==> config.mk <==
export PLATFORM = sky130hd
export DESIGN_NAME = plsm_controller
export DESIGN_NICKNAME = d
export VERILOG_FILES = /design/src/hdl/plsm_pkg.sv /design/src/hdl/plsm_controller.sv
export SDC_FILE = /design/constraint.sdc
export NUM_CORES = 1
export LEC_CHECK = 0
export BUFFER_PORTS_ARGS = -buffer_cell sky130_fd_sc_hd__buf_4
export CAP_MARGIN = 10
export CORE_AREA = 5 5 42 44
export DETAILED_ROUTE_END_ITERATION = 8
export DIE_AREA = 0 0 47 49
export GPL_TIMING_DRIVEN = 0
export SLEW_MARGIN = 20
export SYNTH_ARGS = -nofsm -noshare
export SYNTH_HDL_FRONTEND = slang
export SYNTH_SLANG_ARGS = --single-unit
==> constraint.sdc <==
create_clock -name clock -period 2.9 [get_ports clock]
set_input_delay 0.29 -clock clock [delete_from_list [all_inputs] [get_ports clock]]
set_output_delay 0.29 -clock clock [all_outputs]
set_load 0.01 [all_outputs]
==> src/hdl/plsm_pkg.sv <==
// ---------------------------------------------------------------------------
// plsm_pkg
// Shared sizes, codes and controller/datapath interface types for the
// Pareto label-set merge unit.
// ---------------------------------------------------------------------------
package plsm_pkg;

   localparam int SETTLED_DEPTH   = 16;
   localparam int PENDING_DEPTH   = 32;
   localparam int CANDIDATE_DEPTH = 16;

   localparam int SET_IDX_W   = $clog2(SETTLED_DEPTH);
   localparam int SET_CNT_W   = $clog2(SETTLED_DEPTH + 1);
   localparam int PEND_IDX_W  = $clog2(PENDING_DEPTH);
   localparam int PEND_CNT_W  = $clog2(PENDING_DEPTH + 1);
   localparam int CAND_IDX_W  = $clog2(CANDIDATE_DEPTH);
   localparam int CAND_CNT_W  = $clog2(CANDIDATE_DEPTH + 1);
   localparam int STORE_CNT_W = (SET_CNT_W > PEND_CNT_W) ? SET_CNT_W : PEND_CNT_W;
   localparam int MERGE_CNT_W = $clog2(PENDING_DEPTH + CANDIDATE_DEPTH + 1);
   localparam int EMIT_CNT_W  = $clog2(SETTLED_DEPTH + PENDING_DEPTH + 1);

   localparam logic [1:0] CMD_LOAD_SETTLED = 2'd0;
   localparam logic [1:0] CMD_LOAD_PENDING = 2'd1;
   localparam logic [1:0] CMD_CANDIDATE    = 2'd2;
   localparam logic [1:0] CMD_CLEAR        = 2'd3;

   localparam logic [1:0] KIND_SETTLED = 2'd0;
   localparam logic [1:0] KIND_PENDING = 2'd1;
   localparam logic [1:0] KIND_EMPTY   = 2'd2;

   typedef enum logic [3:0] {
      ST_IDLE,
      ST_SET_SKIP,
      ST_SET_CMP,
      ST_SET_TAIL,
      ST_PEND_SKIP,
      ST_PEND_CMP,
      ST_PEND_TAIL,
      ST_MERGE,
      ST_EMIT
   } state_type;

   typedef enum logic [2:0] {
      OP_NONE,
      OP_SKIP,
      OP_CMP,
      OP_TAIL,
      OP_MERGE,
      OP_EMIT
   } op_type;

   typedef struct packed {
      logic   accept;
      op_type op;
      logic   sel_pend;
   } dp_cmd_type;

   typedef struct packed {
      logic skip_more;
      logic cmp_more;
      logic cmp_drop;
      logic tail_more;
      logic merge_more;
      logic emit_last;
   } dp_status_type;

endpackage

==> src/hdl/plsm_controller.sv <==
// ---------------------------------------------------------------------------
// plsm_controller
// Sequencer: settled sweep, pending sweep, ordered merge, then emission.
// ---------------------------------------------------------------------------
module plsm_controller (
   input  logic                   clock,
   input  logic                   reset,
   input  logic                   start,
   input  logic [1:0]             req_command,
   input  logic                   req_last_candidate,
   input  plsm_pkg::dp_status_type status,
   output plsm_pkg::dp_cmd_type    cmd,
   output logic                   busy
);
   import plsm_pkg::*;

   state_type state_ff, state_in;
   logic      accept;

   assign busy   = (state_ff != ST_IDLE);
   assign accept = start && !busy;

   always_ff @(posedge clock) begin
      if (reset) begin
         state_ff <= ST_IDLE;
      end else begin
         state_ff <= state_in;
      end
   end

   always_comb begin
      state_in = state_ff;
      unique case (state_ff)
         ST_IDLE: begin
            if (accept && req_command == CMD_CANDIDATE && req_last_candidate)
               state_in = ST_SET_SKIP;
         end
         ST_SET_SKIP: begin
            if (!status.skip_more) state_in = ST_SET_CMP;
         end
         ST_SET_CMP: begin
            if (!status.cmp_more)     state_in = ST_SET_TAIL;
            else if (status.cmp_drop) state_in = ST_SET_SKIP;
         end
         ST_SET_TAIL: begin
            if (!status.tail_more) state_in = ST_PEND_SKIP;
         end
         ST_PEND_SKIP: begin
            if (!status.skip_more) state_in = ST_PEND_CMP;
         end
         ST_PEND_CMP: begin
            if (!status.cmp_more)     state_in = ST_PEND_TAIL;
            else if (status.cmp_drop) state_in = ST_PEND_SKIP;
         end
         ST_PEND_TAIL: begin
            if (!status.tail_more) state_in = ST_MERGE;
         end
         ST_MERGE: begin
            if (!status.merge_more) state_in = ST_EMIT;
         end
         ST_EMIT: begin
            if (status.emit_last) state_in = ST_IDLE;
         end
         default: state_in = ST_IDLE;
      endcase
   end

   always_comb begin
      cmd.accept   = accept;
      cmd.op       = OP_NONE;
      cmd.sel_pend = 1'b0;
      unique case (state_ff)
         ST_IDLE:      cmd.op = OP_NONE;
         ST_SET_SKIP:  cmd.op = OP_SKIP;
         ST_SET_CMP:   cmd.op = OP_CMP;
         ST_SET_TAIL:  cmd.op = OP_TAIL;
         ST_PEND_SKIP: begin
            cmd.op = OP_SKIP;
            cmd.sel_pend = 1'b1;
         end
         ST_PEND_CMP: begin
            cmd.op = OP_CMP;
            cmd.sel_pend = 1'b1;
         end
         ST_PEND_TAIL: begin
            cmd.op = OP_TAIL;
            cmd.sel_pend = 1'b1;
         end
         ST_MERGE:     cmd.op = OP_MERGE;
         ST_EMIT:      cmd.op = OP_EMIT;
         default:      cmd.op = OP_NONE;
      endcase
   end

endmodule

; Yosys cells after proc, flatten, opt, wreduce, memory -nomap -nowiden
; Cells that the tools add are included.
[totals]
out_inout_bits = 6
elab_cells = 44
reg_bits = 4
[op_classes]
eq_ne = 18
n_reduce_logical = 11
n_mux = 14
[op_table]
columns = cell, n
row1 = two-way mux 4 bit, 11
row2 = case mux 4 bit (9 select lines), 1
row3 = == test 4 x 3 -> 1 bit (second input constant), 4
row4 = case mux 3 bit (5 select lines), 1
row5 = inequality test 2 bit (second input constant), 7
row6 = AND reduction 9 bit, 1
row7 = == test 4 x 2 -> 1 bit (second input constant), 2
row8 = inequality test 3 bit (second input constant), 2
row9 = OR reduction 2 bit, 3
row10 = == test 4 x 1 -> 1 bit (second input constant), 1
row11 = == test 4 bit (second input constant), 1
row12 = logical NOT 4 bit, 1
row13 = nonzero test 4 bit, 1
row14 = logical AND 1 bit, 3
row15 = OR reduction 3 bit, 1
row16 = == test 2 bit (second input constant), 1
row17 = logical NOT 1 bit, 1
row18 = two-way mux 1 bit, 1

; Logic depth before layout (Yosys ltp)
; Gate-level depths: netlist of run 1.
[depth]
ltp_word = 7
depth_mapped = 5
ltp_nobuf = 4

; Worst setup path after synthesis of run 1
; Ideal clock, no wire load.
[synth_path]
path_kind = register -> register
from = register state_ff[0]
to = register state_ff[0]
setup_slack_ns = 1.100
period_less_slack_ns = 1.800
required_ns = 2.779
arrival_ns = 1.679
n_path_buf = 1
path_stages_with_launch = 6
setup_ns = 0.121
cell_sequence = dfxtp_1 -> buf_2 -> or4_1 -> o32ai_1 -> or4b_4 -> mux2_4
[synth_between]
elab_chain_len = 7
elab_cells_between_ends = 25
classes_between = 17 x eq/ne / 1 x mux / 7 x reduce/logical
[synth_rtl]
columns = item, line_no
row1 = from (decl), plsm_controller.sv:17  ; state_type state_ff, state_in;
row2 = from (signal assigned), plsm_controller.sv:27  ; state_ff <= state_in;
row3 = nonzero test 4 bit, plsm_controller.sv:20  ; assign busy = (state_ff != ST_IDLE);
row4 = net busy, plsm_controller.sv:13  ; output logic busy
row5 = logical NOT 1 bit, plsm_controller.sv:21  ; assign accept = start && !busy;
row6 = logical AND 1 bit, plsm_controller.sv:21
row7 = logical AND 1 bit (2 in series), plsm_controller.sv:35  ; if (accept && req_command == CMD_CANDIDATE && req_last_candidate)
row8 = inequality test 2 bit (no line), -
row9 = AND reduction 9 bit (no line), -
; The timed path passes the listed nets, and every way through them passes these cells.
; A chain may end at the register's enable or synchronous reset.

; Final worst setup path of run 1
[layout_path]
from = register state_ff[3]
to = register state_ff[0]
[layout_between]
elab_chain_len = 7
elab_cells_between_ends = 25
classes_between = 17 x eq/ne / 1 x mux / 7 x reduce/logical
[layout_rtl]
columns = item, line_no
row1 = nonzero test 4 bit, plsm_controller.sv:20
row2 = logical NOT 1 bit, plsm_controller.sv:21
row3 = logical AND 1 bit, plsm_controller.sv:21
row4 = logical AND 1 bit (2 in series), plsm_controller.sv:35
row5 = inequality test 2 bit (no line), -
row6 = AND reduction 9 bit (no line), -
; Several ways; a longest one is shown, not always the timed one.

==> results of run 1 <==
==> power groups by stage <==
stage	logic, uW	clock network, uW	registers (uW)
3_3_place_gp	202	0	67.4
4_1_cts	205	67.5	66.8
6_report	203	65.4	66.5
3_5_place_dp	203	0	67.4
5_1_grt	224	69.5	67.3
2_1_floorplan	140	0	66.5
==> through the flow <==
step	instance area (sq um)	hold slack [ps]	utilization	worst slack, ps
detailed placement	593	514	0.423	996
global placement	593	514	0.423	1000
floorplan	445	359	-	1100
CTS	616	273	0.439	976
global route	616	285	0.439	886
finish	616	279	0.439	966
==> worst reg2reg max path, stage by stage (launching register included) <==
cell and delay, ps:
dfxtp_1 370, clkbuf_1 370, o22ai_1 190, or4b_4 580, mux2_4 310
==> area by class of cell <==
cell class / instances / area share
multi-input combinational: 43 / 0.518
inverter: 2 / 0.0122
clock buffer: 3 / 0.0366
sequential: 4 / 0.130
tap: 16 / 0.0325
buffer: 6 / 0.0630
timing repair buffer: 17 / 0.207
==> placed cells by master (no fill, tap or decap), drive strengths merged, types with 2 or more instances in the layout <==
master | synthesis | routed
nor2 | 6 | 6
inv | 2 | 2
nor3b | 2 | 2
mux2i | 2 | 2
dfxtp | 4 | 4
nor3 | 2 | 2
clkbuf | 2 | 5
nand2b | 2 | 2
buf | 4 | 21
a21oi | 5 | 5
mux2 | 2 | 2
nor2b | 3 | 3
or4 | 2 | 2
or4b | 2 | 2
o21ai | 2 | 2
==> routing by layer <==
metal / part of all wire / wire length, um
met5: 0 / 0
met2: 0.53 / 631
met4: 0 / 0
met3: 0.060 / 71
met1: 0.41 / 487
==> worst paths after layout <==
path | end | slack [ps] | cells past startpoint
worst max register to register | state_ff[0]$_SDFFE_PP0P_ | 970 | 4
worst max-delay path | state_ff[0]$_SDFFE_PP0P_ | 970 | 4
worst min register to register | state_ff[3]$_SDFFE_PP0P_ | 640 | 2
worst min-delay path | state_ff[2]$_SDFFE_PP0P_ | 280 | 2
==> kinds of logic after synthesis <==
| kind of cell | Yosys count | synth area share |
|---|---|---|
| simple gates | 25 | 0.374 |
| compound gates | 14 | 0.230 |
| buf+inv | 8 | 0.104 |
| mux | 4 | 0.112 |
| flops | 4 | 0.180 |
==> flow_summary.json, run 1 <==
{
  "largest_reg_flops": 4,
  "cp_slowest_stage_delay_ps": 580,
  "syn_area_per_cell_sq_um": 8.10,
  "initialDrtViolationCount": 10,
  "yosysSeqAreaShare": 0.180,
  "power_frac_seq": 0.198,
  "clk_latency_ps": 230,
  "grtUsageMet2": 0.190,
  "top_regs": "state_ff: 4 flops",
  "postSynthNetCount": 67,
  "worst_path_dominant_cell_family": "simple AND/OR/NAND/NOR gates",
  "top_usage_layer": "met2",
  "cts_tree": "yes",
  "setup_viol": 0,
  "top_register": "state_ff",
  "crit_type": "reg2reg",
  "drv_cap": 0,
  "clkPwrFrac": 0.195,
  "place_congestion": 0.750,
  "cts_hold_buffers": 0,
  "multi_input_area_sq_um": 319,
  "numCtsBuffers": 3,
  "fmax_mhz": 517,
  "antenna_found_initial": 0,
  "met3_usage": 0.00738,
  "num_antenna_cells": 0,
  "io_buffers": 17,
  "switching_power_uw": 119,
  "seqCellArea_sq_um": 80.1,
  "period_needed_ps": 1930,
  "synth_common_cells": "nor2_1, a21oi_1, dfxtp_1, nor2b_1",
  "dieArea_sq_um": 2300,
  "initial_core_util": 0.318,
  "internal_power_uw": 217,
  "rsz0062_at_grt": "no",
  "leakagePower_uw": 0.000278,
  "drcViolationCount": 0,
  "r2r_start": "state_ff[3]$_SDFFE_PP0P_",
  "cts_sinks": 4,
  "syn2layout_area_growth_pct": 38.2,
  "grt_pass1_vias": 494,
  "finalClockSkew_ps": 4.03,
  "cts_setup_buffers": 0,
  "synth.distinct_cells": 31,
  "die_w_um": 47,
  "use_met1": 0.149,
  "worst_ep_arrival_time_ps": 2040,
  "ios": 18,
  "syn_inst": 55,
  "slew_headroom": 0.715,
  "worst_setup_path_startpoint": "state_ff[3]$_SDFFE_PP0P_",
  "tns_ps": 0,
  "crit_buf_inv": 1,
  "cp_cell_sequence": "clkbuf_1 -> o22ai_1 -> or4b_4 -> mux2_4",
  "synth_ff_type": "dfxtp_1",
  "crit_path_top_delay_cell": "or4b_4",
  "viasPerCell": 5.21,
  "power_density_nw_per_um2": 545,
  "hold_class": "in2reg",
  "required_ps": 3010,
  "report.power.total_uw": 335,
  "first_pass_iters": 4,
  "synthTopCellsByArea": "dfxtp_1, mux2_4, a21oi_1",
  "min_from": "reset",
  "ant_nets": 0,
  "max-vdd-ir-drop_mv": 0.194,
  "layout.nets": 89,
  "cts_resized": 0,
  "syn_area_sq_um": 445,
  "crit_path_max_fanout": 10,
  "clk_pin_slew_ps": 40,
  "layout-drive-gt1-share": 0.413,
  "root_buffer": "clkbuf_4",
  "h-tree-depth": 1,
  "synth_edf_count": 0,
  "combinationalPowerShare": 0.607,
  "grt.overflow.total": 0,
  "status": "finished, final reports clean",
  "ys_seq_elements": 4,
  "row_count": 14,
  "final-instance-count-excl-fill": 91,
  "min_period_over_period": 0.667,
  "worstMarginPinSlew_ps": 428,
  "synth-async-reset-ratio": 0,
  "coreArea_sq_um": 1400,
  "critPathLaunchType": "flop",
  "clock_path_buffers": 2,
  "wire_per_inst_um": 13.1,
  "slew_violations": 0,
  "nFillCells": 153,
  "wirelength_um": 1190,
  "endpoint_kind": "flop",
  "grt_pass1_wl_um": 2080,
  "place.detailed.hpwl_um": 884,
  "netSwitchingFraction": 0.354,
  "synth_top_area_frac": 0.180,
  "synth_top_cell_by_area": "dfxtp_1",
  "yosysMostFrequentCell": "nor2_1",
  "hold_viol_final": 0,
  "die_h_um": 49,
  "dpl.cell_count": 88,
  "num_vias": 474,
  "yosys_warnings": 0,
  "grt_max_degree": 11,
  "grt_usage": 0.117
}
(Power assumes the default switching activity.)
==> run 2: changes to the inputs <==
- clock period: 2.9 -> 1.85 ns (I/O delays scaled with it)
==> run 2 against run 1 <==
- clock-buffer cell count stayed put
- non-clock buffer count is 3 higher
- routed wire length is 2.2% higher
- utilization is 3.2 points higher
- worst setup slack worse by 940 ps
- via count is 6.5% higher
- sequential cell count stayed put
- sequential power is 58% higher
- critical path depth is 1 higher
- largest power group unchanged
- highest routed layer is now met4
==> flow_summary.json, run 2 (same netlist as run 1, synthesis figures left out) <==
{
  "syn2layout_area_growth_pct": 48.3,
  "r2r_start": "state_ff[0]$_SDFFE_PP0P_",
  "grt_pass1_vias": 494,
  "power_density_nw_per_um2": 839,
  "grt_pass1_wl_um": 2080,
  "h-tree-depth": 1,
  "io_buffers": 17,
  "whs_endpoint": "state_ff[2]$_SDFFE_PP0P_",
  "rsz0062_at_grt": "yes",
  "final_cell_mix": "buf_4, a21oi_1, nor2_1",
  "die_h_um": 49,
  "layout.nets": 92,
  "place_congestion": 0.750,
  "largest_reg_flops": 4,
  "slew_headroom": 0.829,
  "die_w_um": 47,
  "hold_ws_ps": 169,
  "finalClockSkew_ps": 4.17,
  "dieArea_sq_um": 2300,
  "wire_per_inst_um": 12.9,
  "worst_ep_arrival_time_ps": 1930,
  "clk_latency_ps": 230,
  "coreArea_sq_um": 1400,
  "grt_max_degree": 11,
  "drcViolationCount": 0,
  "endpoint_kind": "flop",
  "critPathLaunchType": "flop",
  "hold_class": "in2reg",
  "tns_ps": 0,
  "cp_slowest_stage_delay_ps": 590,
  "numCtsBuffers": 3,
  "netSwitchingFraction": 0.356,
  "grt_usage": 0.117,
  "grt.overflow.total": 0,
  "clkPwrFrac": 0.186,
  "reg2regPathDepth": 5,
  "top_regs": "state_ff: 4 flops",
  "internal_power_uw": 357,
  "layout_commonest_cell": "buf_4",
  "root_buffer": "clkbuf_4",
  "period_needed_ps": 1820,
  "top_register": "state_ff",
  "crit_path_max_fanout": 9,
  "hold_viol_final": 0,
  "initial_core_util": 0.318,
  "leakagePower_uw": 0.000305,
  "row_count": 14,
  "min_from": "reset",
  "reg2reg_slack_ps": 30,
  "slew_violations": 0,
  "worst_path_dominant_cell_family": "simple AND/OR/NAND/NOR gates",
  "clock_path_buffers": 2,
  "rr_endpoint": "state_ff[1]$_SDFFE_PP0P_",
  "first_pass_iters": 4,
  "num_vias": 505,
  "cp_cell_sequence": "buf_2 -> or4_1 -> o32ai_2 -> or4b_4 -> mux2_4",
  "initialDrtViolationCount": 17,
  "required_ps": 1960,
  "viasPerCell": 5.37,
  "wirelength_um": 1220,
  "num_antenna_cells": 0,
  "max-vdd-ir-drop_mv": 0.356,
  "cts_hold_buffers": 0,
  "cts_tree": "yes",
  "antenna_found_initial": 0,
  "min_path_cells": 2,
  "cts_sinks": 4,
  "worstMarginPinSlew_ps": 257,
  "ant_nets": 0,
  "fmax_mhz": 549,
  "status": "finished, final reports clean",
  "setup_viol": 0,
  "place.detailed.hpwl_um": 884,
  "dpl.cell_count": 88,
  "crit_buf_inv": 1,
  "final-instance-count-excl-fill": 94,
  "clk_pin_slew_ps": 40,
  "power_frac_seq": 0.190,
  "min_period_over_period": 0.985,
  "crit_type": "reg2reg",
  "ios": 18,
  "combinationalPowerShare": 0.624,
  "switching_power_uw": 197,
  "layout-drive-gt1-share": 0.500,
  "drv_cap": 0,
  "crit_path_top_delay_cell": "or4_1"
}
## run 2: area by class of cell
type	instances	area, sq um
sequential	4	81.3
fill	143	741
inverter	2	7.51
tap	16	20.0
timing repair buffer	20	150
buffer	6	41.3
clock buffer	3	22.5
multi-input combinational	43	338
## run 2: through the flow
step	utilization	area [sq um]	setup WS, ps	power, uW
2_1_floorplan	-	445	50.1	324
3_3_place_gp	0.423	593	-48.1	422
3_5_place_dp	0.423	593	-54.3	424
4_1_cts	0.442	619	2.77	532
5_1_grt	0.471	661	-29.1	596
6_report	0.471	661	27.9	554
## run 2: per-layer routing
metal / global-route usage / up-vias / share of wire
met5: 0 / - / 0
met4: 0.0553 / 0 / 0.0066
met3: 0.00738 / 2 / 0.072
met2: 0.190 / 24 / 0.53
met1: 0.149 / 226 / 0.39
li1: - / 253 / -
## run 2: worst max path at each step
stage / startpoint / end / slack (ps) / cells past startpoint
2_1_floorplan: state_ff[0]$_SDFFE_PP0P_ / state_ff[0]$_SDFFE_PP0P_ / 50 / 5
3_3_place_gp: state_ff[3]$_SDFFE_PP0P_ / state_ff[0]$_SDFFE_PP0P_ / -50 / 4
3_5_place_dp: state_ff[3]$_SDFFE_PP0P_ / state_ff[0]$_SDFFE_PP0P_ / -50 / 4
4_1_cts: state_ff[0]$_SDFFE_PP0P_ / state_ff[0]$_SDFFE_PP0P_ / 3 / 5
5_1_grt: state_ff[0]$_SDFFE_PP0P_ / state_ff[0]$_SDFFE_PP0P_ / -30 / 5
6_report: state_ff[0]$_SDFFE_PP0P_ / state_ff[1]$_SDFFE_PP0P_ / 30 / 5
## run 2: repair_timing
item / in CTS / in global routing
pin swaps: 0 / 1
buffers inserted: 0 / 3
gates resized for setup: 2 / 6
endpoints found under the setup margin: 2 / 3
## run 2: power groups by stage
stage | sequential [uW] | combinational [uW] | clock [uW]
after floorplan | 104 | 220 | 0
after global placement | 106 | 317 | 0
after detailed placement | 106 | 318 | 0
after CTS | 105 | 321 | 106
after global routing | 107 | 380 | 109
final | 105 | 346 | 103
